===== src/vad_pkg.sv =====
package vad_pkg;

  localparam int unsigned COORD_WIDTH_DEF  = 16;
  localparam int unsigned CORDIC_STEPS_DEF = 16;
  localparam int unsigned GUARD_BITS       = 20;
  localparam int unsigned ANG_W            = 32;
  localparam int unsigned OUT_W            = 17;
  localparam int unsigned ATAN_LEN         = 32;

  // angles in units of pi/2^31, kept modulo one full turn
  localparam logic [ANG_W-1:0] ANG_ZERO     = 32'h0000_0000;
  localparam logic [ANG_W-1:0] ANG_PI       = 32'h8000_0000;
  localparam logic [ANG_W-1:0] ANG_HALF_PI  = 32'h4000_0000;
  localparam logic [ANG_W-1:0] ANG_MHALF_PI = 32'hC000_0000;
  localparam logic [ANG_W-1:0] ANG_ROUND    = 32'h0000_8000;

  typedef struct packed {
    logic [ANG_W-1:0] z;
    logic             hold;
  } ang_t;

  function automatic logic [ANG_W-1:0] atan_lut(input int unsigned idx);
    logic [ANG_W-1:0] r;
    case (idx)
      0:       r = 32'd536870912;
      1:       r = 32'd316933406;
      2:       r = 32'd167458907;
      3:       r = 32'd85004756;
      4:       r = 32'd42667331;
      5:       r = 32'd21354465;
      6:       r = 32'd10679838;
      7:       r = 32'd5340245;
      8:       r = 32'd2670163;
      9:       r = 32'd1335087;
      10:      r = 32'd667544;
      11:      r = 32'd333772;
      12:      r = 32'd166886;
      13:      r = 32'd83443;
      14:      r = 32'd41722;
      15:      r = 32'd20861;
      16:      r = 32'd10430;
      17:      r = 32'd5215;
      18:      r = 32'd2608;
      19:      r = 32'd1304;
      20:      r = 32'd652;
      21:      r = 32'd326;
      22:      r = 32'd163;
      23:      r = 32'd81;
      24:      r = 32'd41;
      25:      r = 32'd20;
      26:      r = 32'd10;
      27:      r = 32'd5;
      28:      r = 32'd3;
      29:      r = 32'd1;
      30:      r = 32'd1;
      default: r = 32'd0;
    endcase
    return r;
  endfunction

endpackage


===== src/vad_cell.sv =====
module vad_cell import vad_pkg::*; #(
  parameter int unsigned XW   = COORD_WIDTH_DEF + GUARD_BITS + 3,
  parameter int unsigned STEP = 0
) (
  input  logic                      clk_i,
  input  logic                      rst_ni,
  input  logic                      valid_i,
  output logic                      ready_o,
  input  logic signed [1:0][XW-1:0] x_i,
  input  logic signed [1:0][XW-1:0] y_i,
  input  ang_t        [1:0]         ang_i,
  output logic                      valid_o,
  input  logic                      ready_i,
  output logic signed [1:0][XW-1:0] x_o,
  output logic signed [1:0][XW-1:0] y_o,
  output ang_t        [1:0]         ang_o
);

  localparam logic [ANG_W-1:0] Atan = atan_lut(STEP);

  logic                      valid_q;
  logic signed [1:0][XW-1:0] x_d, y_d, x_q, y_q;
  ang_t        [1:0]         ang_d, ang_q;

  always_comb begin
    logic signed [XW-1:0] dx, dy;
    for (int v = 0; v < 2; v++) begin
      // arithmetic shift rounds towards minus infinity
      dx       = $signed(x_i[v]) >>> STEP;
      dy       = $signed(y_i[v]) >>> STEP;
      x_d[v]   = x_i[v];
      y_d[v]   = y_i[v];
      ang_d[v] = ang_i[v];
      if (!ang_i[v].hold) begin
        if ($signed(y_i[v]) > 0) begin
          x_d[v]     = $signed(x_i[v]) + dy;
          y_d[v]     = $signed(y_i[v]) - dx;
          ang_d[v].z = ang_i[v].z + Atan;
        end else begin
          x_d[v]     = $signed(x_i[v]) - dy;
          y_d[v]     = $signed(y_i[v]) + dx;
          ang_d[v].z = ang_i[v].z - Atan;
        end
      end
    end
  end

  assign ready_o = !valid_q || ready_i;

  always_ff @(posedge clk_i or negedge rst_ni) begin
    if (!rst_ni) begin
      valid_q <= 1'b0;
    end else if (ready_o) begin
      valid_q <= valid_i;
    end
  end

  always_ff @(posedge clk_i) begin
    if (valid_i && ready_o) begin
      x_q   <= x_d;
      y_q   <= y_d;
      ang_q <= ang_d;
    end
  end

  assign valid_o = valid_q;
  assign x_o     = x_q;
  assign y_o     = y_q;
  assign ang_o   = ang_q;

endmodule


===== config.mk =====
export PLATFORM = sky130hd
export DESIGN_NAME = vad_cell
export DESIGN_NICKNAME = d
export VERILOG_FILES = /design/src/vad_pkg.sv /design/src/vad_cell.sv
export SDC_FILE = /design/constraint.sdc
export NUM_CORES = 1
export LEC_CHECK = 0
export BUFFER_PORTS_ARGS = -buffer_cell sky130_fd_sc_hd__buf_2
export CAP_MARGIN = 5
export CORE_ASPECT_RATIO = 1.75
export CORE_MARGIN = 2
export CORE_UTILIZATION = 30
export CTS_BUF_LIST = sky130_fd_sc_hd__clkbuf_8
export DETAILED_ROUTE_END_ITERATION = 8
export PLACE_DENSITY = 0.58
export SLEW_MARGIN = 20
export SYNTH_ARGS = -nofsm -noshare
export SYNTH_HDL_FRONTEND = slang
export SYNTH_SLANG_ARGS = --single-unit

===== constraint.sdc =====
create_clock -name clk_i -period 11.4 [get_ports clk_i]
set_input_delay 2.28 -clock clk_i [delete_from_list [all_inputs] [get_ports clk_i]]
set_output_delay 2.28 -clock clk_i [all_outputs]
set_load 0.03 [all_outputs]

# Yosys cells after proc, flatten, opt, wreduce, memory -nomap -nowiden
# Index checks and enable logic that the tools add are counted.
# totals
latchBits	0
mem_count	0
input_bits	226
register_bits	223
output_inout_bits	224
rom_bits	0
mem_bits_rw	0
# classes
n_lt_le_gt_ge	2
shifts	0
n_bitwise	0
multipliers	0
add_sub_neg	10
n_eq_ne	0
div	0
n_mux	12
n_reduce_logical	3
# op_table
operator	count
two-way mux 39 bit	8
subtractor 39 bit	4
two-way mux 32 bit	4
adder 39 bit	2
> comparator 39 x 1 -> 1 bit (second input constant)	2
adder 32 x 30 -> 32 bit (second input constant)	2
subtractor 32 x 30 -> 32 bit (second input constant)	2
logical AND 1 bit	1
logical NOT 1 bit	1
logical OR 1 bit	1

# Logic depth before layout (Yosys ltp)
# Gate-level depths: netlist (run 1).
# logic_depth
word_depth	3
mapped_depth	14
mapped_depth_nobuf	14

# Worst setup path before layout (run 1)
# OpenSTA, ideal clock, no wires.
# synth_path
path_type	input to register
start	input ready_i
end	register ang_q (netlist bit ang_o[0]), enable pin
path_slack_ns	3.085
cell_stages	2
n_path_buf	0
t_arrival_ns	7.706
required_time_ns	10.791
path_cell_list	nand2b_1 > and2_1
# synth_via
elab_chain_cells	2
# synth_rtl
item	line_no	rtl
start: declaration	vad_cell.sv:13	input logic ready_i,
logical OR 1 bit	vad_cell.sv:48	assign ready_o = !valid_q || ready_i;
logical AND 1 bit	vad_cell.sv:59	if (valid_i && ready_o) begin
end signal: assignment	vad_cell.sv:62	ang_q <= ang_d;
end: declaration	vad_cell.sv:23	ang_t [1:0] ang_d, ang_q;
# No other way between the ends.
# A chain may end at the register's enable or synchronous reset.

==> results of run 1 <==
sequential cells by signal, indices dropped and copies added, names as in the netlist:
signal	cells
ang_o	66
valid_o	1
x_o	78
y_o	78
cells in the final DEF (no fill, tap or decap), types with 18 or more instances in the layout:
| cell type | instances |
|---|---|
| buf_2 | 447 |
| o21ai_1 | 29 |
| o31ai_1 | 23 |
| inv_1 | 235 |
| nor3_1 | 45 |
| a211oi_1 | 32 |
| nand2_1 | 203 |
| ha_1 | 237 |
| edfxtp_1 | 222 |
| o211ai_1 | 25 |
| a31oi_1 | 23 |
| nand4_1 | 22 |
| a21o_1 | 58 |
| mux2i_1 | 56 |
| nor2_1 | 255 |
| clkbuf_8 | 40 |
| nand3_1 | 38 |
| xnor2_1 | 141 |
| a21oi_1 | 337 |
| o21a_1 | 18 |
| o21bai_1 | 60 |
| o21ai_0 | 179 |
| nor4_1 | 33 |
| nand2b_1 | 19 |
| nor2b_1 | 22 |
cells in the mapped netlist (6+ instances only):
master / n
a211o_1: 9
a211oi_1: 32
a21o_1: 58
a21oi_1: 337
a221oi_1: 11
a31oi_1: 23
and2_1: 11
and3_1: 12
buf_1: 16
buf_2: 27
clkbuf_1: 85
clkinv_1: 9
edfxtp_1: 222
fa_1: 8
ha_1: 237
inv_1: 227
mux2i_1: 56
nand2_1: 203
nand2b_1: 19
nand3_1: 38
nand4_1: 22
nor2_1: 257
nor2b_1: 22
nor3_1: 45
nor4_1: 33
o211ai_1: 25
o21a_1: 18
o21ai_0: 179
o21ai_1: 29
o21bai_1: 60
o22ai_1: 6
o31a_1: 6
o31ai_1: 23
o41ai_1: 6
or2_2: 9
or3_1: 9
xnor2_1: 141
xor2_1: 14
worst paths after layout:
path / start / end
max in group asynchronous: rst_ni / valid_o$_DFFE_PN0N_
max: y_i[50] / y_o[75]$_DFFE_PP_
min in group asynchronous: rst_ni / valid_o$_DFFE_PN0N_
min: valid_o$_DFFE_PN0N_ / valid_o$_DFFE_PN0N_
max reg2reg: valid_o$_DFFE_PN0N_ / x_o[40]$_DFFE_PP_
min reg2reg: valid_o$_DFFE_PN0N_ / valid_o$_DFFE_PN0N_
stage by stage:
| step | setup slack [ns] | cells | hold WS [ns] | power, mW |
|---|---|---|---|---|
| after detailed placement | 5.08 | 3938 | 0.524 | 2.29 |
| after global placement | 5.01 | 3938 | 0.509 | 2.29 |
| final | 5.56 | 4016 | 0.536 | 3.13 |
| after global routing | 5.50 | 4012 | 0.561 | 3.29 |
| after CTS | 5.80 | 4011 | 0.540 | 3.16 |
| after floorplan | 3.09 | 2670 | 0.925 | 1.86 |
tightest hold or removal path, cell delays in order, from the launching register on:
cell and delay [ns]:
dfrtp_1 0.34, nand2b_1 0.09, nand2b_1 0.08
cells by family after synthesis:
logic type | Yosys count | synth area share (%)
xor+xnor | 155 | 6.11
mux | 59 | 2.67
compound gates | 910 | 26.0
buf+inv | 374 | 6.60
simple gates | 704 | 14.5
fa+ha+maj | 245 | 14.1
flops | 223 | 30.1
where the power goes:
group	total [mW]	leakage [nW]	switching, mW	internal [mW]
Sequential	1.02	2.13	0.0196	0.995
Clock	0.836	0.437	0.410	0.426
Combinational	1.28	8.81	0.879	0.401
Total	3.13	11.4	1.31	1.82
routing by layer:
layer,up-vias,global-route usage [%],part of all wire (%)
li1,10300,-,-
met1,10400,23.9,32
met2,1003,51.3,54
met3,360,3.98,5.6
met4,12,20.3,8.8
met5,-,0,0.066
layout make-up:
type                       count  area, um2  share of cell area (%)
antenna                        5       12.5                  0.0480
clock buffer                  40        551                    2.11
clock inverter                33        274                    1.05
inverter                     241        905                    3.47
multi-input combinational   2073      14100                    54.1
sequential                   223       6690                    25.7
tap                          938       1170                    4.51
timing repair buffer         463       2360                    9.05
==> summary.md, run 1 <==
| Metric | Value |
|---|---|
| Outcome | `finished, final reports clean` |
| Vias | `22100` |
| Setup TNS | `0 ns` |
| CP startpoint kind | `primary input` |
| Die ar. | `76400 um2` |
| Max rail drop VDD | `0.0000881 V` |
| Synth warn | `0` |
| Max Cap Viol | `0` |
| P_leak | `11.4 nW` |
| Synth Net Count | `3141` |
| Global-route wire length before repair | `147000 um` |
| Worst path max stage delay | `0.97 ns` |
| Cell type of the slowest stage on the worst timing path | `nor4_1` |
| Ys async rst share | `0.448%` |
| Rows | `132` |
| Clock skew | `0.0452 ns` |
| Rel. slew slack | `24.4%` |
| Worst Path Required | `11.77 ns` |
| I/O Buffers | `449` |
| Hold path cells | `2` |
| Leading post-synthesis cells by cell area | `edfxtp_1, ha_1, a21oi_1, xnor2_1, nor2_1` |
| CP Depth | `11` |
| Drt first pass iters | `7` |
| Synthesized area | `22200 um2` |
| Clk root buf | `clkbuf_8` |
| Drt wl/cell | `25.7 um` |
| Clk_lat worst skew | `0.65 ns` |
| PwrDens | `120 nW/um2` |
| Netlist cell types | `91` |
| Largest net degree at the start of global routing | `88` |
| Leading area contributor after synthesis | `edfxtp_1` |
| CP cell instances | `buf_2 > nor4_1 > nand4_1 > nor3_1 > nor2_4 > inv_2 > buf_4 > a21oi_1 > a211oi_1 > xnor2_1 > o21ai_0` |
| I/O pin count | `450` |
| RSZ-0062 raised after global routing | `false` |
| FF-to-FF setup slack | `8.91 ns` |
| CTS Buf Count | `40` |
| Layout cell share with drive strength beyond 1 | `19.0%` |
| Final Wtd Congestion | `1.01` |
| H-tree depth | `2` |
| Fin crit period | `5.84 ns` |
| P&R area growth vs syn | `17.2%` |
| Fmax | `171 MHz` |
| CTS max path bufs | `3` |
| Initial antenna violation count | `16` |
| R2R depth | `3` |
| Initial cell density of the core | `30.2%` |
| Primary FF master, synth | `edfxtp_1` |
| CTS tree | `built` |
| DRT iter0 DRCs | `1421` |
| Period utilization | `51.2%` |
| Arrival time worst endpoint | `6.20 ns` |
| Critical-path maximum fanout | `87` |
| WS Path Type | `in2reg` |
| Post-synthesis sequential area ratio | `30.1%` |
| Design area | `26000 um2` |
| Syn_area_per_cell | `8.32 um2` |
| Actual slew at the worst max-slew pin | `1.12 ns` |
| Die W | `210 um` |
| Hpwl dp | `83400 um` |
| Cts repair resizes | `0` |
| CP top delay family | `simple AND/OR/NAND/NOR gates` |
| Share of the synthesized area in the top cell type | `30.0%` |
| Synthesized flop and latch total | `223` |
| Clk sinks | `223` |
| CP endpoint kind | `flip-flop` |
| Slew Viols, Final | `0` |
| Final Hold Vio Count | `0` |
| GR Overflow Total | `0` |
| Gate Count Post-Synth | `2670` |
| Buffers and inverters on the worst path | `3` |
| Area after DPL | `25200 um2` |
| Hold buffers post-CTS | `0` |
| CORE AREA | `73700 um2` |
| Clk slew on worst S/H paths | `0.08 ns` |
| Vias in the first global route | `22500` |
| Total wire length | `103000 um` |
| Routed Antenna Nets | `0` |
| Final setup fails | `0` |
| Hold Path Class | `reg2reg` |
| EDFF count, synth | `222` |
| Die Y-Extent | `364 um` |
| Total GRT Usage | `26.2%` |
| Vias per cell | `5.50` |
| Detailed-route DRC error count | `0` |
| Nets | `3513` |
| Fin util | `35.4%` |
| FILL cells | `7933` |
| Post-CTS setup buffer count | `0` |
No activity file was read; power rests on OpenSTA's default activity.
==> run 2: changes to the inputs <==
- clock period: 11.4 -> 5.6 ns (I/O delays scaled with it)
==> summary.md, run 2 (synthesis gave the netlist of run 1 again) <==
| Metric | Value |
|---|---|
| Actual slew at the worst max-slew pin | `1.20 ns` |
| Vias in the first global route | `22500` |
| Total wire length | `103000 um` |
| Cts repair resizes | `0` |
| Die ar. | `76400 um2` |
| CTS tree | `built` |
| Hold buffers post-CTS | `0` |
| Clk_lat worst skew | `0.63 ns` |
| CORE AREA | `73700 um2` |
| Post-CTS setup buffer count | `0` |
| Rows | `132` |
| CP startpoint kind | `primary input` |
| Period utilization | `82.5%` |
| Vias | `22300` |
| CTS max path bufs | `3` |
| Initial antenna violation count | `22` |
| Global-route wire length before repair | `145000 um` |
| Die W | `210 um` |
| FILL cells | `7813` |
| Register area | `6690 um2` |
| I/O Buffers | `449` |
| Clk sinks | `223` |
| Fin crit period | `4.62 ns` |
| Die Y-Extent | `364 um` |
| Clk slew on worst S/H paths | `0.07 ns` |
| Cell type of the slowest stage on the worst timing path | `nor4_1` |
| Nets | `3564` |
| Max rail drop VDD | `0.000185 V` |
| Largest net degree at the start of global routing | `128` |
| Most frequent cell on the critical path | `o21ai_0` |
| Final setup fails | `0` |
| Worst path max stage delay | `0.79 ns` |
| Layout cell share with drive strength beyond 1 | `20.2%` |
| CP endpoint kind | `flip-flop` |
| P&R area growth vs syn | `18.9%` |
| Arrival time worst endpoint | `4.92 ns` |
| P_leak | `11.6 nW` |
| CTS Buf Count | `40` |
| Initial cell density of the core | `30.2%` |
| Outcome | `finished, final reports clean` |
| Most frequent cells in the layout | `buf_2, a21oi_1, nor2_1, inv_1, ha_1` |
| GR Overflow Total | `0` |
| Rel. slew slack | `19.2%` |
| Drt first pass iters | `7` |
| H-tree depth | `2` |
| Max Cap Viol | `0` |
| Hold Path Class | `in2async` |
| WHS | `0.250 ns` |
| Fin util | `35.9%` |
| Fmax | `217 MHz` |
| Slew Viols, Final | `0` |
| Worst Path Required | `5.90 ns` |
| Final Hold Vio Count | `0` |
| Routed Antenna Nets | `0` |
| Final Wtd Congestion | `1.04` |
| Setup TNS | `0 ns` |
| WS Path Type | `in2reg` |
| Area taken by multi-input logic gates | `14100 um2` |
| Drt wl/cell | `25.4 um` |
| Vias per cell | `5.48` |
| Total GRT Usage | `26.1%` |
| Clock skew | `0.0288 ns` |
| PwrDens | `238 nW/um2` |
| Clk root buf | `clkbuf_8` |
| RSZ-0062 raised after global routing | `false` |
| Critical-path maximum fanout | `33` |
| Detailed-route DRC error count | `0` |
| CP cell instances | `buf_2 > nor4_1 > nand4_1 > nor3_1 > nor2_4 > inv_2 > o21ai_0 > o21ai_0 > xnor2_1 > o21ai_0` |
| I/O pin count | `450` |
| Hpwl dp | `83900 um` |
| DRT iter0 DRCs | `1449` |
| Commonest non-fill, non-tap cell in the layout | `buf_2` |
[run 2: through the flow]
stage                     setup slack, ns  power [mW]  cells  area, um2
after floorplan                     0.912        3.78   2670      22200
after global placement              0.594        4.72   3989      25600
after detailed placement            0.611        4.71   3989      25600
after CTS                            1.31        6.35   4062      26400
after global routing                 1.10        6.60   4063      26400
final                               0.983        6.29   4066      26400
[run 2: metal layers]
| layer | GRT usage, % | up-vias | routed length [um] |
|---|---|---|---|
| met2 | 51.3 | 984 | 55600 |
| li1 | - | 10400 | - |
| met3 | 4.79 | 363 | 5980 |
| met5 | 0 | - | 146 |
| met4 | 19.7 | 22 | 8910 |
| met1 | 23.2 | 10500 | 32700 |
[run 2: where the power goes]
group / switching [mW] / internal, mW
logic: 1.79 / 0.858
clock network: 0.796 / 0.773
registers: 0.0423 / 2.03
total: 2.63 / 3.66
[run 2: critical path, delay by kind of cell]
kind,cells,cell delay (ns)
simple gates,4,1.84
compound gates,3,1.14
buf+inv,2,0.68
xor+xnor,1,0.09
[run 2: cell type report]
type	count	share of cell area (%)
diodes	4	0.0379
flip-flops and latches	223	25.3
repair buffers	514	10.5
well taps	938	4.44
multi-input cells	2073	53.3
clock buffers	40	2.08
clock inverters	33	0.824
inverters	241	3.42
[run 2: final timing paths]
check,from,to,slack [ns],cells after the start
worst min register to register,valid_o$_DFFE_PN0N_,valid_o$_DFFE_PN0N_,0.55,2
worst min-delay path,rst_ni,valid_o$_DFFE_PN0N_,0.25,1
min in group clk_i,valid_o$_DFFE_PN0N_,valid_o$_DFFE_PN0N_,0.55,2
worst max-delay path,y_i[41],x_o[57]$_DFFE_PP_,0.98,10
worst max register to register,valid_o$_DFFE_PN0N_,x_o[40]$_DFFE_PP_,3.70,3
max in group asynchronous,rst_ni,valid_o$_DFFE_PN0N_,5.27,1
==> run 3: changes to the inputs <==
- clock period: 5.6 -> 4.8 ns (I/O delays scaled with it)
==> summary.md, run 3 (synthesis gave the netlist of run 1 again) <==
| Metric | Value |
|---|---|
| CP cell instances | `buf_2 > inv_1 > ha_1 > nand2_1 > o21ai_0 > buf_4 > or3b_1 > o211ai_1 > buf_4 > o211a_1 > o21ai_1 > buf_4 > a31oi_1 > nor3_1 > o31ai_1 > xnor2_1 > mux2i_1` |
| P&R area growth vs syn | `22.0%` |
| Switching power share of the total | `40.4%` |
| Arrival time worst endpoint | `4.50 ns` |
| Final Wtd Congestion | `1.07` |
| Cts repair resizes | `0` |
| WHS | `0.110 ns` |
| Layout cell share with drive strength beyond 1 | `22.1%` |
| Die Y-Extent | `364 um` |
| Fin crit period | `4.14 ns` |
| Rel. slew slack | `24.6%` |
| Initial antenna violation count | `22` |
| Clock skew | `0.0362 ns` |
| Drt first pass iters | `6` |
| Max rail drop VDD | `0.000257 V` |
| I/O Buffers | `449` |
| Net Sw Power | `3.07 mW` |
| Slew Viols, Final | `0` |
| Hpwl dp | `84600 um` |
| Most frequent cell on the critical path | `buf_4` |
| Sequential Power Share | `31.7%` |
| PwrDens | `281 nW/um2` |
| Setup ws final | `0.657 ns` |
| Worst path max stage delay | `0.53 ns` |
| Clk slew on worst S/H paths | `0.07 ns` |
| Drt wl/cell | `25.0 um` |
| FF-to-FF setup slack | `2.84 ns` |
| Fmax | `241 MHz` |
| Vias in the first global route | `22900` |
| Detailed-route DRC error count | `0` |
| CORE AREA | `73700 um2` |
| Actual slew at the worst max-slew pin | `1.12 ns` |
| Routed Antenna Nets | `0` |
| Fin util | `36.8%` |
| Hold Path Class | `in2async` |
| Initial cell density of the core | `30.2%` |
| CP top delay family | `compound AO/OA/AOI/OAI gates` |
| Clk sinks | `223` |
| H-tree depth | `2` |
| DRT iter0 DRCs | `1436` |
| FILL cells | `7801` |
| Logic pwr share | `41.7%` |
| Outcome | `finished, final reports clean` |
| R2R Path End | `x_o[40]$_DFFE_PP_` |
| Internal Power | `4.55 mW` |
| Reg-to-reg critical path startpoint | `valid_o$_DFFE_PN0N_` |
| Setup TNS | `0 ns` |
| Most frequent cells in the layout | `buf_2, a21oi_1, nor2_1, ha_1, inv_1` |
| GR Overflow Total | `0` |
| R2R depth | `3` |
| Overall Power | `7.62 mW` |
| Die ar. | `76400 um2` |
| Post-CTS setup buffer count | `0` |
| Global-route wire length before repair | `148000 um` |
| Vias per cell | `5.44` |
| Final Hold Vio Count | `0` |
| Vias | `22500` |
| Total GRT Usage | `26.4%` |
| CP endpoint kind | `flip-flop` |
| Clk root buf | `clkbuf_8` |
| CTS tree | `built` |
| Worst Path Required | `5.16 ns` |
| P_leak | `12.0 nW` |
| I/O pin count | `450` |
| Total wire length | `104000 um` |
| WS Path Type | `in2reg` |
| CTS Buf Count | `39` |
| Buffers and inverters on the worst path | `5` |
| Worst slack, placed | `0.170 ns` |
| Clk_lat worst skew | `0.64 ns` |
| Rows | `132` |
| Cell type of the slowest stage on the worst timing path | `o31ai_1` |
| Max Cap Viol | `0` |
| Period utilization | `86.3%` |
| Final setup fails | `0` |
| CTS max path bufs | `3` |
| Critical-path maximum fanout | `10` |
| CP startpoint kind | `primary input` |
| Hold buffers post-CTS | `0` |
| Nets | `3637` |
| Largest net degree at the start of global routing | `86` |
| RSZ-0062 raised after global routing | `false` |
| Commonest non-fill, non-tap cell in the layout | `buf_2` |
| Die W | `210 um` |
| Clock power share | `26.6%` |
[run 3: power groups by stage]
stage	clock, mW	combinational [mW]	sequential (mW)
after global placement	0	3.13	2.46
final	2.03	3.18	2.41
after global routing	2.17	3.39	2.43
after CTS	2.13	3.14	2.42
after floorplan	0	1.64	2.76
after detailed placement	0	3.12	2.46
[run 3: how the worst max path moves through the flow]
stage               startpoint                  to  slack [ns]  cells past startpoint
global route           x_i[45]   y_o[71]$_DFFE_PP_        0.59                     17
finish                 x_i[45]   y_o[71]$_DFFE_PP_        0.66                     17
detailed placement     x_i[45]   y_o[73]$_DFFE_PP_        0.17                     18
floorplan              ready_i  ang_o[0]$_DFFE_PP_        0.27                      2
global placement       x_i[45]   y_o[73]$_DFFE_PP_        0.12                     18
CTS                    x_i[45]   y_o[73]$_DFFE_PP_        0.87                     18
[run 3: metrics by stage]
step / instances / cell area (um2)
5_1_grt: 4134 / 27100
4_1_cts: 4132 / 27100
3_3_place_gp: 4063 / 26200
6_report: 4145 / 27100
2_1_floorplan: 2670 / 22200
3_5_place_dp: 4063 / 26200
[run 3: layer usage]
metal	global-route usage, %	vias to the layer above	routed length [um]
li1	-	10500	-
met1	24.1	10600	32700
met2	51.5	1046	55600
met3	4.45	350	6260
met4	20.2	12	9090
met5	0	-	82
[run 3: layout make-up]
class	instances	area (um2)	area share, %
Clock inverter	29	295	1.09
Tap cell	938	1170	4.33
Clock buffer	40	551	2.03
Timing Repair Buffer	588	3370	12.4
Multi-Input combinational cell	2073	14100	52.0
Antenna cell	13	32.5	0.120
Sequential cell	223	6690	24.7
Inverter	241	905	3.34
