`src/vad_pkg.sv`:
```
package vad_pkg;

  localparam int unsigned COORD_WIDTH_DEF  = 16;
  localparam int unsigned CORDIC_STEPS_DEF = 16;
  localparam int unsigned GUARD_BITS       = 20;
  localparam int unsigned ANG_W            = 32;
  localparam int unsigned OUT_W            = 17;
  localparam int unsigned ATAN_LEN         = 32;

  // angles in units of pi/2^31, kept modulo one full turn
  localparam logic [ANG_W-1:0] ANG_ZERO     = 32'h0000_0000;
  localparam logic [ANG_W-1:0] ANG_PI       = 32'h8000_0000;
  localparam logic [ANG_W-1:0] ANG_HALF_PI  = 32'h4000_0000;
  localparam logic [ANG_W-1:0] ANG_MHALF_PI = 32'hC000_0000;
  localparam logic [ANG_W-1:0] ANG_ROUND    = 32'h0000_8000;

  typedef struct packed {
    logic [ANG_W-1:0] z;
    logic             hold;
  } ang_t;

  function automatic logic [ANG_W-1:0] atan_lut(input int unsigned idx);
    logic [ANG_W-1:0] r;
    case (idx)
      0:       r = 32'd536870912;
      1:       r = 32'd316933406;
      2:       r = 32'd167458907;
      3:       r = 32'd85004756;
      4:       r = 32'd42667331;
      5:       r = 32'd21354465;
      6:       r = 32'd10679838;
      7:       r = 32'd5340245;
      8:       r = 32'd2670163;
      9:       r = 32'd1335087;
      10:      r = 32'd667544;
      11:      r = 32'd333772;
      12:      r = 32'd166886;
      13:      r = 32'd83443;
      14:      r = 32'd41722;
      15:      r = 32'd20861;
      16:      r = 32'd10430;
      17:      r = 32'd5215;
      18:      r = 32'd2608;
      19:      r = 32'd1304;
      20:      r = 32'd652;
      21:      r = 32'd326;
      22:      r = 32'd163;
      23:      r = 32'd81;
      24:      r = 32'd41;
      25:      r = 32'd20;
      26:      r = 32'd10;
      27:      r = 32'd5;
      28:      r = 32'd3;
      29:      r = 32'd1;
      30:      r = 32'd1;
      default: r = 32'd0;
    endcase
    return r;
  endfunction

endpackage

```
`src/vad_if.sv`:
```


interface vad_out_if import vad_pkg::*; ();
  logic                    valid;
  logic                    ready;
  logic signed [OUT_W-1:0] angle_diff;

  modport source (output valid, output angle_diff, input ready);
  modport sink   (input valid, input angle_diff, output ready);
endinterface

```
`src/vad_post.sv`:
```
module vad_post import vad_pkg::*; (
  input  logic          clk_i,
  input  logic          rst_ni,
  input  logic          valid_i,
  output logic          ready_o,
  input  ang_t [1:0]    ang_i,
  vad_out_if.source     out_o
);

  logic                    valid_q;
  logic [ANG_W-1:0]        diff;
  logic [15:0]             turn;
  logic signed [OUT_W-1:0] angle_d, angle_q;

  // only the low turn bits matter after the wrap, so the difference wraps too
  assign diff = ang_i[0].z - ang_i[1].z + ANG_ROUND;
  assign turn = diff[31:16];

  always_comb begin
    if (turn == 16'h8000) begin
      angle_d = 17'sh08000; // minus pi is reported as plus pi
    end else begin
      angle_d = {turn[15], turn};
    end
  end

  assign ready_o = !valid_q || out_o.ready;

  always_ff @(posedge clk_i or negedge rst_ni) begin
    if (!rst_ni) begin
      valid_q <= 1'b0;
    end else if (ready_o) begin
      valid_q <= valid_i;
    end
  end

  always_ff @(posedge clk_i) begin
    if (valid_i && ready_o) begin
      angle_q <= angle_d;
    end
  end

  assign out_o.valid      = valid_q;
  assign out_o.angle_diff = angle_q;

endmodule

```
`src/flat_wrapper.sv`:
```
// flat-port wrapper written by rule: the top's interface ports become plain ports
module vad_post_flat import vad_pkg::*;
  (clk_i, rst_ni, valid_i, ready_o, ang_i, out_o_valid, out_o_angle_diff, out_o_ready);
  vad_out_if out_o_i ();
  input  logic clk_i;
  input  logic rst_ni;
  input  logic valid_i;
  output logic ready_o;
  input  ang_t [1:0] ang_i;
  output wire logic [$bits(out_o_i.valid)-1:0] out_o_valid;
  output wire logic [$bits(out_o_i.angle_diff)-1:0] out_o_angle_diff;
  input wire logic [$bits(out_o_i.ready)-1:0] out_o_ready;
  assign out_o_valid = out_o_i.valid;
  assign out_o_angle_diff = out_o_i.angle_diff;
  assign out_o_i.ready = out_o_ready;
  vad_post u_core (.clk_i(clk_i), .rst_ni(rst_ni), .valid_i(valid_i), .ready_o(ready_o), .ang_i(ang_i), .out_o(out_o_i));
endmodule
```
`config.mk`:
```
export PLATFORM = sky130hd
export DESIGN_NAME = vad_post_flat
export DESIGN_NICKNAME = d
export VERILOG_FILES = /design/src/vad_pkg.sv /design/src/vad_if.sv /design/src/vad_post.sv /design/src/flat_wrapper.sv
export SDC_FILE = /design/constraint.sdc
export NUM_CORES = 1
export LEC_CHECK = 0
export BUFFER_PORTS_ARGS = -buffer_cell sky130_fd_sc_hd__buf_2
export CAP_MARGIN = 25
export CORE_MARGIN = 4
export CORE_UTILIZATION = 25
export DETAILED_ROUTE_END_ITERATION = 10
export PLACE_DENSITY = 0.5
export SLEW_MARGIN = 30
export SYNTH_ARGS = -nofsm -noshare
export SYNTH_HDL_FRONTEND = slang
export SYNTH_SLANG_ARGS = --single-unit
```
`constraint.sdc`:
```
create_clock -name clk_i -period 2 [get_ports clk_i]
set_clock_uncertainty 0.15 [all_clocks]
set_input_delay 0.5 -clock clk_i [delete_from_list [all_inputs] [get_ports clk_i]]
set_output_delay 0.5 -clock clk_i [all_outputs]
set_load 0.05 [all_outputs]
```
Yosys cells after proc, flatten, opt, wreduce, memory -nomap -nowiden. Index checks and enable logic that the tools add are counted.

Word-level logic and storage cells: 8. Input bits: 70. Latch bits: 0. Output and inout port bits: 19. RAM bits: 0. Bits in read-only memories: 0. Flip-flop bits (word level): 18. Memories kept: 0.

Multiplexer cells: 0. Order comparisons: 0. Equality and inequality tests: 1. $add $sub $neg: 2. Div/mod/pow operators: 0. Bitwise operators: 0. Reduce and logical (&&, ||, !) cells: 3. Shifts and indexed selects: 0. $mul: 0.

Operator list (number): adder 32 x 16 -> 32 bit (second input constant) (1); subtractor 32 bit (1); == test 16 bit (second input constant) (1); logical AND 1 bit (1); zero test 1 bit (1); logical OR 1 bit (1).

Depth between registers and ports, before layout. Gate-level depths: netlist of the first run.

Depth in word-level cells: 3. Depth in mapped cells: 12. Mapped depth without buffers: 12.

Worst setup path before layout of the first run. OpenSTA, ideal clock, no wires.

Kind: input port to flip-flop. Start point: input port ang_i[43] (netlist bit). End point: register u_core.angle_q[16] (netlist: u_core.out_o.angle_diff[16]), data pin. Required time: 1573 ps. Stages on the path: 11. Buffers on the path: 0. Library setup time: 277 ps. Slack: -1193 ps. Arrival: 2766 ps. Path through: inv_1 > ha_1 > ha_1 > and3_4 > nor2b_4 > a32oi_2 > or4b_1 > a32oi_1 > o2111ai_1 > nor4_1 > a41oi_1.

Cells in the longest elaborated chain, start to end: 3.

RTL lines: from (decl) (line flat_wrapper.sv:9) `input ang_t [1:0] ang_i;`; subtractor 32 bit (*) (line vad_post.sv:16) `assign diff = ang_i[0].z - ang_i[1].z + ANG_ROUND;`; adder 32 x 16 -> 32 bit (*) (line vad_post.sv:16); == test 16 bit (line vad_post.sv:20) `if (turn == 16'h8000) begin`; to (signal assigned) (line vad_post.sv:39) `angle_q <= angle_d;`; to (decl) (line vad_post.sv:13) `logic signed [OUT_W-1:0] angle_d, angle_q;`.

Mark *: on every way between the ends. The rest lies on a longest branch, timed or not. A chain may end at the register's enable or synchronous reset.

Final worst setup path of the first run.
Start point: input port ang_i[52] (netlist bit). End point: register u_core.angle_q[16] (netlist: u_core.out_o.angle_diff[16]), data pin.

Same word-level chain as after synthesis.

==> results of run 1 <==
==> stage by stage <==
stage / hold WS, ps / TNS (ps) / instances / power [mW]
after floorplan: 54.41 / -7984 / 349 / 1.601
after global placement: 124.5 / -15770 / 648 / 2.215
after detailed placement: 127.8 / -16000 / 648 / 2.220
after CTS: 306.4 / -9988 / 659 / 2.586
after global routing: 305.3 / -11440 / 667 / 2.965
final: 309.6 / -9803 / 667 / 2.751
==> kinds of logic (layout without fill, tap and decap cells) <==
family	after synthesis	after routing	synth area share, %
simple gates	97	97	17.57
flops	18	18	19.23
fa+ha+maj	59	59	26.51
mux	5	5	1.842
buf+inv	55	233	7.502
compound gates	103	103	23.59
xor+xnor	12	12	3.774
==> critical path, cell delays in order <==
cell,delay [ps]
buf_4,130
inv_12,30
ha_4,230
ha_4,290
nand4_1,220
nor2_2,220
nand2_2,80
o21a_4,250
o211ai_1,270
o2111ai_2,170
nor4_2,250
a41oi_1,150
==> worst paths after layout <==
kind / endpoint / slack (ps) / cells past startpoint
max reg2reg: u_core.out_o.angle_diff[15] / 650 / 2
min in group asynchronous: u_core.out_o.valid / 410 / 2
min: u_core.out_o.valid / 310 / 2
max: u_core.out_o.angle_diff[16] / -960 / 12
max in group asynchronous: u_core.out_o.valid / 1210 / 2
min reg2reg: u_core.out_o.valid / 390 / 2
==> state kept, by name, summed over array words and instances (netlist names) <==
signal / count
u_core.out_o.angle_diff: 17
u_core.out_o.valid: 1
==> area by class of cell <==
type	instances	share of cell area [%]
clock buffers	4	0.8565
well taps	140	3.331
inverters	46	4.235
repair buffers	183	24.58
multi-input cells	276	56.82
flip-flops and latches	18	10.18
==> synthesized netlist by cell type (4+ instances only) <==
| master | instances |
|---|---|
| a211oi_1 | 4 |
| a21o_1 | 5 |
| a21oi_1 | 34 |
| and2_1 | 7 |
| clkbuf_1 | 6 |
| edfxtp_1 | 17 |
| ha_1 | 59 |
| inv_1 | 45 |
| mux2i_1 | 4 |
| nand2_1 | 28 |
| nand2b_1 | 4 |
| nand3_1 | 5 |
| nand4_1 | 6 |
| nor2_1 | 21 |
| nor3_1 | 8 |
| o2111ai_1 | 6 |
| o211ai_1 | 8 |
| o21a_1 | 5 |
| o21ai_0 | 19 |
| o21ai_1 | 6 |
| xnor2_1 | 8 |
| xor2_1 | 4 |
==> layer usage <==
metal	routed length [µm]	part of all wire, %	global-route usage [%]
met1	3933	49	17.14
met3	424	5.2	1.592
met5	0	0	0
met4	73	0.90	2.564
met2	3651	45	19.71
==> power by group through the flow <==
| stage | clock [mW] | combinational [mW] | sequential (mW) |
|---|---|---|---|
| floorplan | 0 | 0.918 | 0.684 |
| global placement | 0 | 1.70 | 0.511 |
| detailed placement | 0 | 1.71 | 0.510 |
| CTS | 0.251 | 1.83 | 0.503 |
| global route | 0.268 | 2.19 | 0.508 |
| finish | 0.244 | 2.00 | 0.502 |
==> what timing repair did <==
action	in CTS	in global routing
hold buffers	1	0
cloned	0	0
buffers inserted	6	12
endpoints found under the hold margin	1	0
gates resized for setup	47	62
pin swaps	17	47
setup endpoints to repair	17	17
==> impl_metrics.csv, run 1 <==
group,metric,value,unit
place,post_dp_cell_area,0.004586,mm²
timing,period_needed,2963,ps
timing,rsz0062_at_grt,"true",
route,wl_per_cell,12.12,µm
route,num_vias,3107,
setup_path,worstSetupEndpointType,"register",
clock_tree,cts_buffers,3,
timing,slew_headroom,75.98,%
pwr,power.leakage,2.280,nW
route,finalWirelength,8081,µm
synthesis,seq_area_frac_synth,19.23,%
synthesis,avgSynthCellArea,7.980,µm²
grt,antenna_found_initial,0,
place,pre_cts_ws,-1342,ps
synthesis,yosysTopAreaCellShare,26.50,%
pwr,seq_power_share,18.2,%
timing,maxSlewViolCount,0,
clock_tree,htreeDepth,1,
synthesis,ys_warn_count,0,
route,viasPerCell,4.658,
route,ant_nets,0,
run,max_cap_viol_count,0,
timing,setup_viol,17,
synthesis,ys.flop_type,"edfxtp_1",
floorplanning,top_level_ports,89,
timing,fin_ws,-963.2,ps
floorplanning,die-area,0.01289,mm²
synthesis,ys_top_cells_by_area,"ha_1 (27%), edfxtp_1 (18%), a21oi_1 (6.1%)",
timing,hold_violations,0,
clock_tree,clk_pin_slew,60,ps
synthesis,syn_nets,478,
place,place_congestion,0.8315,
layout,final_nets,657,
setup_path,path_class,"input port to register",
synthesis,syn_inst,349,
floorplanning,coreArea,0.01089,mm²
clock_tree,worstSkewPairLatency,240,ps
outcome,run_status,"complete, but fails checks",
layout,layout_commonest_cell,"buf_4",
timing,max_freq,337.5,MHz
pwr,pwr-share-comb,72.9,%
setup_path,path_max_fanout,6,
timing,worst_slew_pin_slew,360.3,ps
layout,diodes,0,
pwr,irDropWorstVdd,0.0004478,V
timing,finalCritPeriodShare,148.2,%
pwr,power_density,523.1,mW/mm²
synthesis,async_flop_share,5.556,%
floorplanning,core.rowCount,38,
synthesis,synth_top_area_cell,"ha_1",
layout,area_growth_syn_to_layout,88.81,%
route,drc,0,
place,hpwl,7026,µm
layout,drive_gt1_share,61.29,%
pwr,power.share.clock,8.9,%
layout,fin_util,48.30,%
synthesis,ys_ff_latch,18,
route,drt-initial-drc-count,56,
clock_tree,cts-root-buf,"clkbuf_8",
layout,seqCellArea,535.5,µm²
synthesis,syn_area,0.002785,mm²
setup_path,crit_path_start,"ang_i[52]",
floorplanning,die_h,113.6,µm
setup_path,rr_startpoint,"u_core.out_o.valid",
clock_tree,clock_path_buffers,2,
clock_tree,cts_num_sinks,18,
setup_path,start_kind,"input port",
min_path,hold_path_class,"input port to register",
grt,grt_pass1_wl,13170,µm
synthesis,yosysUniqueCellTypes,51,
grt,grt_overflow,0,
layout,multiInputGateArea,0.002988,mm²
grt,grtUsageTotal,12.11,%
layout,stdcell_area,0.005259,mm²
synthesis,synth_edf_count,17,
pwr,swShare,41.07,%
grt,grt_pass1_vias,2978,
route,firstDrtPassIters,4,
setup_path,worst-endpoint-required,1830,ps
pwr,p_int,1.621,mW
min_path,min_from,"valid_i",
setup_path,arrival,2790,ps
outcome,violations,"negative setup slack",
layout,layout_common_cells,"buf_4 (89), buf_2 (71), ha_4 (39)",
pwr,power_switching,1.130,mW
floorplanning,initial_core_util,25.58,%
clock_tree,tritoncts,"done",
place,port_buffers,86,
grt,grt_start_max_net_pins,18,
floorplanning,die_w,113.6,µm
layout,fillCellCount,1030,
Power figures use the tool's default switching activity.
==> inputs of run 2 (changes only) <==
--- a/config.mk
+++ b/config.mk
@@ -9,8 +9,10 @@
 export CAP_MARGIN = 25
 export CORE_MARGIN = 4
 export CORE_UTILIZATION = 25
+export CTS_CLUSTER_SIZE = 8
 export DETAILED_ROUTE_END_ITERATION = 10
 export PLACE_DENSITY = 0.5
+export REMOVE_ABC_BUFFERS = 1
 export SLEW_MARGIN = 30
 export SYNTH_ARGS = -nofsm -noshare
 export SYNTH_HDL_FRONTEND = slang
==> impl_metrics.csv, run 2 (synthesized netlist as in run 1, its figures left out) <==
group,metric,value,unit
outcome,run_status,"complete, but fails checks",
outcome,violations,"negative setup slack",
timing,finalCritPeriodShare,149.5,%
run,max_cap_viol_count,0,
layout,largest_reg_flops,17,
setup_path,cpPeakStageDelay,500,ps
grt,antenna_found_initial,0,
min_path,hold_path_class,"input port to register",
setup_path,slowest_stage,"or4b_4",
pwr,irDropWorstVdd,0.0004369,V
timing,worst_slew_pin_slew,348.3,ps
route,viasPerCell,4.622,
floorplanning,die_h,113.6,µm
layout,layout_common_cells,"buf_4 (101), buf_2 (69), ha_4 (38)",
grt,grt_start_max_net_pins,18,
pwr,power.share.clock,9.9,%
clock_tree,clock_path_buffers,2,
setup_path,path_max_fanout,3,
setup_path,worst-endpoint-required,1840,ps
layout,final_nets,673,
timing,setup_viol,17,
layout,layoutNonFillerInstCount,683,
setup_path,worstSetupEndpointType,"register",
clock_tree,worstSkewPairLatency,250,ps
timing,hold_violations,0,
place,hpwl,6952,µm
clock_tree,clk_pin_slew,60,ps
setup_path,critPathMostFrequentCell,"ha_4",
setup_path,reg2regPathDepth,3,
pwr,pwr-share-comb,72.7,%
floorplanning,coreArea,0.01089,mm²
grt,grt_overflow,0,
setup_path,ff2ff_setup_slack,690,ps
setup_path,rr_startpoint,"u_core.out_o.valid",
clock_tree,tritoncts,"done",
setup_path,path_delay_family,"simple AND/OR/NAND/NOR gates",
timing,fin_ws,-989.5,ps
pwr,power_switching,1.161,mW
floorplanning,die-area,0.01289,mm²
floorplanning,initial_core_util,25.58,%
pwr,p_int,1.715,mW
min_path,min_from,"valid_i",
pwr,power.leakage,2.343,nW
setup_path,arrival,2820,ps
timing,maxSlewViolCount,0,
route,finalWirelength,8563,µm
layout,layout_commonest_cell,"buf_4",
clock_tree,cts_num_sinks,18,
route,num_vias,3157,
route,drc,0,
setup_path,start_kind,"input port",
grt,grtUsageTotal,12.81,%
grt,grt_pass1_vias,3173,
pwr,seq_power_share,17.5,%
setup_path,regToRegEndpoint,"u_core.out_o.angle_diff[1]",
place,port_buffers,86,
clock_tree,cts-root-buf,"clkbuf_8",
pwr,fin_total_pwr,2.876,mW
grt,grt_pass1_wl,14180,µm
pwr,swShare,40.37,%
setup_path,path_class,"input port to register",
route,wl_per_cell,12.54,µm
clock_tree,cts_buffers,3,
layout,drive_gt1_share,61.69,%
timing,max_freq,334.5,MHz
layout,diodes,0,
floorplanning,top_level_ports,89,
timing,hold_ws,300.3,ps
place,dp_cells,665,
layout,area_growth_syn_to_layout,92.81,%
setup_path,crit_chain,"buf_2, ha_4, ha_4, and3_4, nor2b_4, a32oi_4, or4b_4, a32oi_2, o2111ai_2, nor4_2, a41oi_1",
floorplanning,die_w,113.6,µm
timing,period_needed,2990,ps
layout,fillCellCount,1039,
min_path,holdPathEnd,"u_core.out_o.valid",
floorplanning,core.rowCount,38,
route,ant_nets,0,
route,drt-initial-drc-count,89,
timing,rsz0062_at_grt,"true",
min_path,min_path_cells,2,
place,place_congestion,0.9066,
pwr,power_density,535.6,mW/mm²
clock_tree,htreeDepth,1,
setup_path,cp_num_buf_inv,1,
route,firstDrtPassIters,4,
timing,slew_headroom,76.53,%
run 2: cell count changes in the layout (fill, tap and decap cells not counted), moves of 4 or more:
cell | previous run | this run
nand2_2 | 2 | 6
a21oi_4 | 6 | 2
buf_6 | 19 | 28
a21oi_1 | 13 | 18
buf_4 | 89 | 101
o21ai_2 | 8 | 4
run 2: routing by layer:
layer	part of all wire [%]	GRT usage (%)	vias up
met5	0	0	-
met4	0.54	1.603	0
met3	5.3	1.326	6
met2	48	21.20	66
met1	47	18.52	1431
li1	-	-	1654
run 2: per-stage QoR:
| stage | util (%) | area [µm²] | setup WS (ps) | setup TNS [ps] |
|---|---|---|---|---|
| final | 49.32 | 5370 | -989.5 | -10120 |
| after global routing | 49.32 | 5370 | -1088 | -11350 |
| after CTS | 45.81 | 4987 | -1003 | -9676 |
| after detailed placement | 37.64 | 4098 | -1475 | -18670 |
| after global placement | 37.64 | 4098 | -1474 | -18280 |
| after floorplan | - | 2749 | -1193 | -13420 |
run 2: what timing repair did:
| item | in CTS | in global routing |
|---|---|---|
| hold endpoints to repair | 1 | 0 |
| endpoints found under the setup margin | 17 | 17 |
| pin swaps | 42 | 48 |
| gates resized for setup | 133 | 61 |
| hold buffers | 1 | 0 |
| setup buffers | 7 | 10 |
run 2: how the worst max path moves through the flow:
stage               slack, ps      start                     endpoint  depth (start not counted)
finish                   -990  ang_i[10]  u_core.out_o.angle_diff[16]                         11
global route            -1090  ang_i[10]  u_core.out_o.angle_diff[16]                         11
floorplan               -1190  ang_i[43]  u_core.out_o.angle_diff[16]                         11
CTS                     -1000  ang_i[37]  u_core.out_o.angle_diff[16]                         12
global placement        -1470   ang_i[9]  u_core.out_o.angle_diff[16]                         11
detailed placement      -1470   ang_i[9]  u_core.out_o.angle_diff[16]                         11
run 2: worst register-to-register path: stages, from the launching register on:
cell and delay [ps]:
dfrtp_1 380, nand2b_1 100, and2_1 130, buf_4 230
run 2: final cells by class:
type | count | area (µm²) | share of cell area [%]
multi-input combinational | 276 | 2983 | 55.55
sequential | 18 | 535.5 | 9.972
clock buffer | 4 | 55.05 | 1.025
inverter | 46 | 192.7 | 3.588
tap | 140 | 175.2 | 3.262
timing repair buffer | 199 | 1429 | 26.61
run 2: power groups by stage:
stage	clock [mW]	sequential, mW	combinational [mW]
floorplan	0	0.684	0.680
global placement	0	0.511	1.52
detailed placement	0	0.512	1.52
CTS	0.292	0.504	1.88
global route	0.315	0.507	2.28
finish	0.284	0.503	2.09
==> inputs of run 3 (changes only) <==
--- a/config.mk
+++ b/config.mk
@@ -11,6 +11,7 @@
 export CORE_UTILIZATION = 25
 export CTS_CLUSTER_SIZE = 8
 export DETAILED_ROUTE_END_ITERATION = 10
+export GPL_TIMING_DRIVEN = 0
 export PLACE_DENSITY = 0.5
 export REMOVE_ABC_BUFFERS = 1
 export SLEW_MARGIN = 30
==> constraint.sdc (replaced) <==
create_clock -name clk_i -period 3.4 [get_ports clk_i]
set_clock_uncertainty 0.15 [all_clocks]
set_input_delay 0.85 -clock clk_i [delete_from_list [all_inputs] [get_ports clk_i]]
set_output_delay 0.85 -clock clk_i [all_outputs]
set_load 0.05 [all_outputs]
==> impl_metrics.csv, run 3 (synthesized netlist as in run 1, its figures left out) <==
group,metric,value,unit
pwr,power.leakage,1.757,nW
setup_path,worstSetupEndpointType,"register",
layout,stdcell_area,0.004008,mm²
place,hpwl,6132,µm
place,post_dp_cell_area,0.003354,mm²
clock_tree,tritoncts,"done",
timing,fin_ws,-53.48,ps
route,viasPerCell,4.763,
layout,seqCellArea,535.5,µm²
pwr,p_int,0.7397,mW
timing,slew_headroom,52.85,%
clock_tree,worstSkewPairLatency,250,ps
timing,hold_violations,0,
route,firstDrtPassIters,4,
pwr,power_density,326.7,mW/mm²
timing,period_needed,3453,ps
pwr,swShare,43.51,%
timing,setup_tns,-99.32,ps
outcome,violations,"negative setup slack",
route,num_vias,2796,
grt,grt_pass1_vias,2752,
setup_path,worst-endpoint-required,3230,ps
grt,grtUsageTotal,11.20,%
setup_path,path_max_fanout,5,
clock_tree,cts_hold_buf,0,
route,wl_per_cell,12.83,µm
route,drc,0,
layout,layout_commonest_cell,"buf_2",
layout,final_nets,577,
route,drt-initial-drc-count,93,
setup_path,reg2regPathDepth,2,
grt,grt_pass1_wl,12160,µm
timing,finalCritPeriodShare,101.6,%
floorplanning,die_h,113.6,µm
layout,fillCellCount,1165,
floorplanning,die-area,0.01289,mm²
floorplanning,core.rowCount,38,
layout,drive_gt1_share,38.93,%
place,port_buffers,86,
clock_tree,cts_buffers,3,
outcome,run_status,"complete, but fails checks",
layout,multiInputGateArea,0.002506,mm²
clock_tree,clk_pin_slew,60,ps
layout,fin_util,36.81,%
layout,area_growth_syn_to_layout,43.89,%
clock_tree,cts-root-buf,"clkbuf_8",
layout,largest_reg_flops,17,
pwr,power_switching,0.5697,mW
floorplanning,initial_core_util,25.58,%
timing,maxSlewViolCount,0,
timing,max_freq,289.6,MHz
layout,diodes,0,
route,finalWirelength,7532,µm
floorplanning,top_level_ports,89,
min_path,hold_path_class,"input port to async pin",
setup_path,arrival,3280,ps
pwr,irDropWorstVdd,0.0001861,V
clock_tree,clock_path_buffers,2,
floorplanning,die_w,113.6,µm
run,max_cap_viol_count,0,
place,pre_cts_ws,-647.6,ps
timing,setup_viol,2,
setup_path,path_class,"input port to register",
pwr,power.share.clock,11.4,%
clock_tree,htreeDepth,1,
place,place_congestion,0.8700,
grt,grt_start_max_net_pins,18,
grt,antenna_found_initial,0,
layout,layout_common_cells,"buf_2 (84), inv_1 (40), ha_1 (32)",
pwr,pwr-share-comb,66.0,%
setup_path,start_kind,"input port",
clock_tree,cts_num_sinks,18,
pwr,seq_power_share,22.6,%
floorplanning,coreArea,0.01089,mm²
grt,grt_overflow,0,
route,ant_nets,0,
timing,worst_slew_pin_slew,707.2,ps
timing,rsz0062_at_grt,"true",
## run 3: path summary, 6_finish.rpt
check / start / slack [ps] / endpoint
max: ang_i[42] / -50 / u_core.out_o.angle_diff[16]
min: rst_ni / 210 / u_core.out_o.valid
max reg2reg: u_core.out_o.valid / 1810 / u_core.out_o.angle_diff[2]
min reg2reg: u_core.out_o.valid / 370 / u_core.out_o.valid
max in group asynchronous: rst_ni / 2810 / u_core.out_o.valid
min in group clk_i: u_core.out_o.valid / 370 / u_core.out_o.valid
## run 3: layout make-up
type | instances | share of cell area, %
clock buffer | 4 | 1.124
timing repair buffer | 103 | 14.24
multi-input combinational | 276 | 62.54
inverter | 46 | 4.371
sequential | 18 | 13.36
tap | 140 | 4.371
## run 3: metrics by stage
step | std cells | hold WS [ps] | power, mW
global route | 587 | 197.2 | 1.415
finish | 587 | 209.8 | 1.309
global placement | 566 | 350.3 | 0.9738
detailed placement | 566 | 365.8 | 0.9780
floorplan | 340 | 404.4 | 0.8024
CTS | 584 | 208.6 | 1.259
## run 3: power by group through the flow
stage | Combinational [mW] | Clock [mW] | Sequential, mW
2_1_floorplan | 0.400 | 0 | 0.402
3_3_place_gp | 0.674 | 0 | 0.300
3_5_place_dp | 0.678 | 0 | 0.300
4_1_cts | 0.810 | 0.152 | 0.296
5_1_grt | 0.950 | 0.166 | 0.299
6_report | 0.865 | 0.149 | 0.295
## run 3: layer usage
| layer | vias to the layer above | global-route usage, % | routed length, µm | share of wire, % |
|---|---|---|---|---|
| li1 | 1469 | - | - | - |
| met1 | 1232 | 15.90 | 3604 | 48 |
| met2 | 81 | 17.75 | 3303 | 44 |
| met3 | 14 | 1.485 | 474 | 6.3 |
| met4 | 0 | 3.205 | 149 | 2.0 |
| met5 | - | 0 | 0 | 0 |
## run 3: worst max-delay path, cell delays in order
cell,delay (ps)
buf_2,80
inv_2,40
ha_4,260
ha_4,200
and3_4,180
nor2b_4,130
a32oi_4,240
or4b_4,510
a32oi_2,210
o2111ai_2,140
nor4_2,290
a41oi_1,150
## run 3: timing repair
action,CTS,global route
pin swaps,17,21
setup endpoints to repair,4,3
gates resized for setup,54,26
setup buffers,14,3
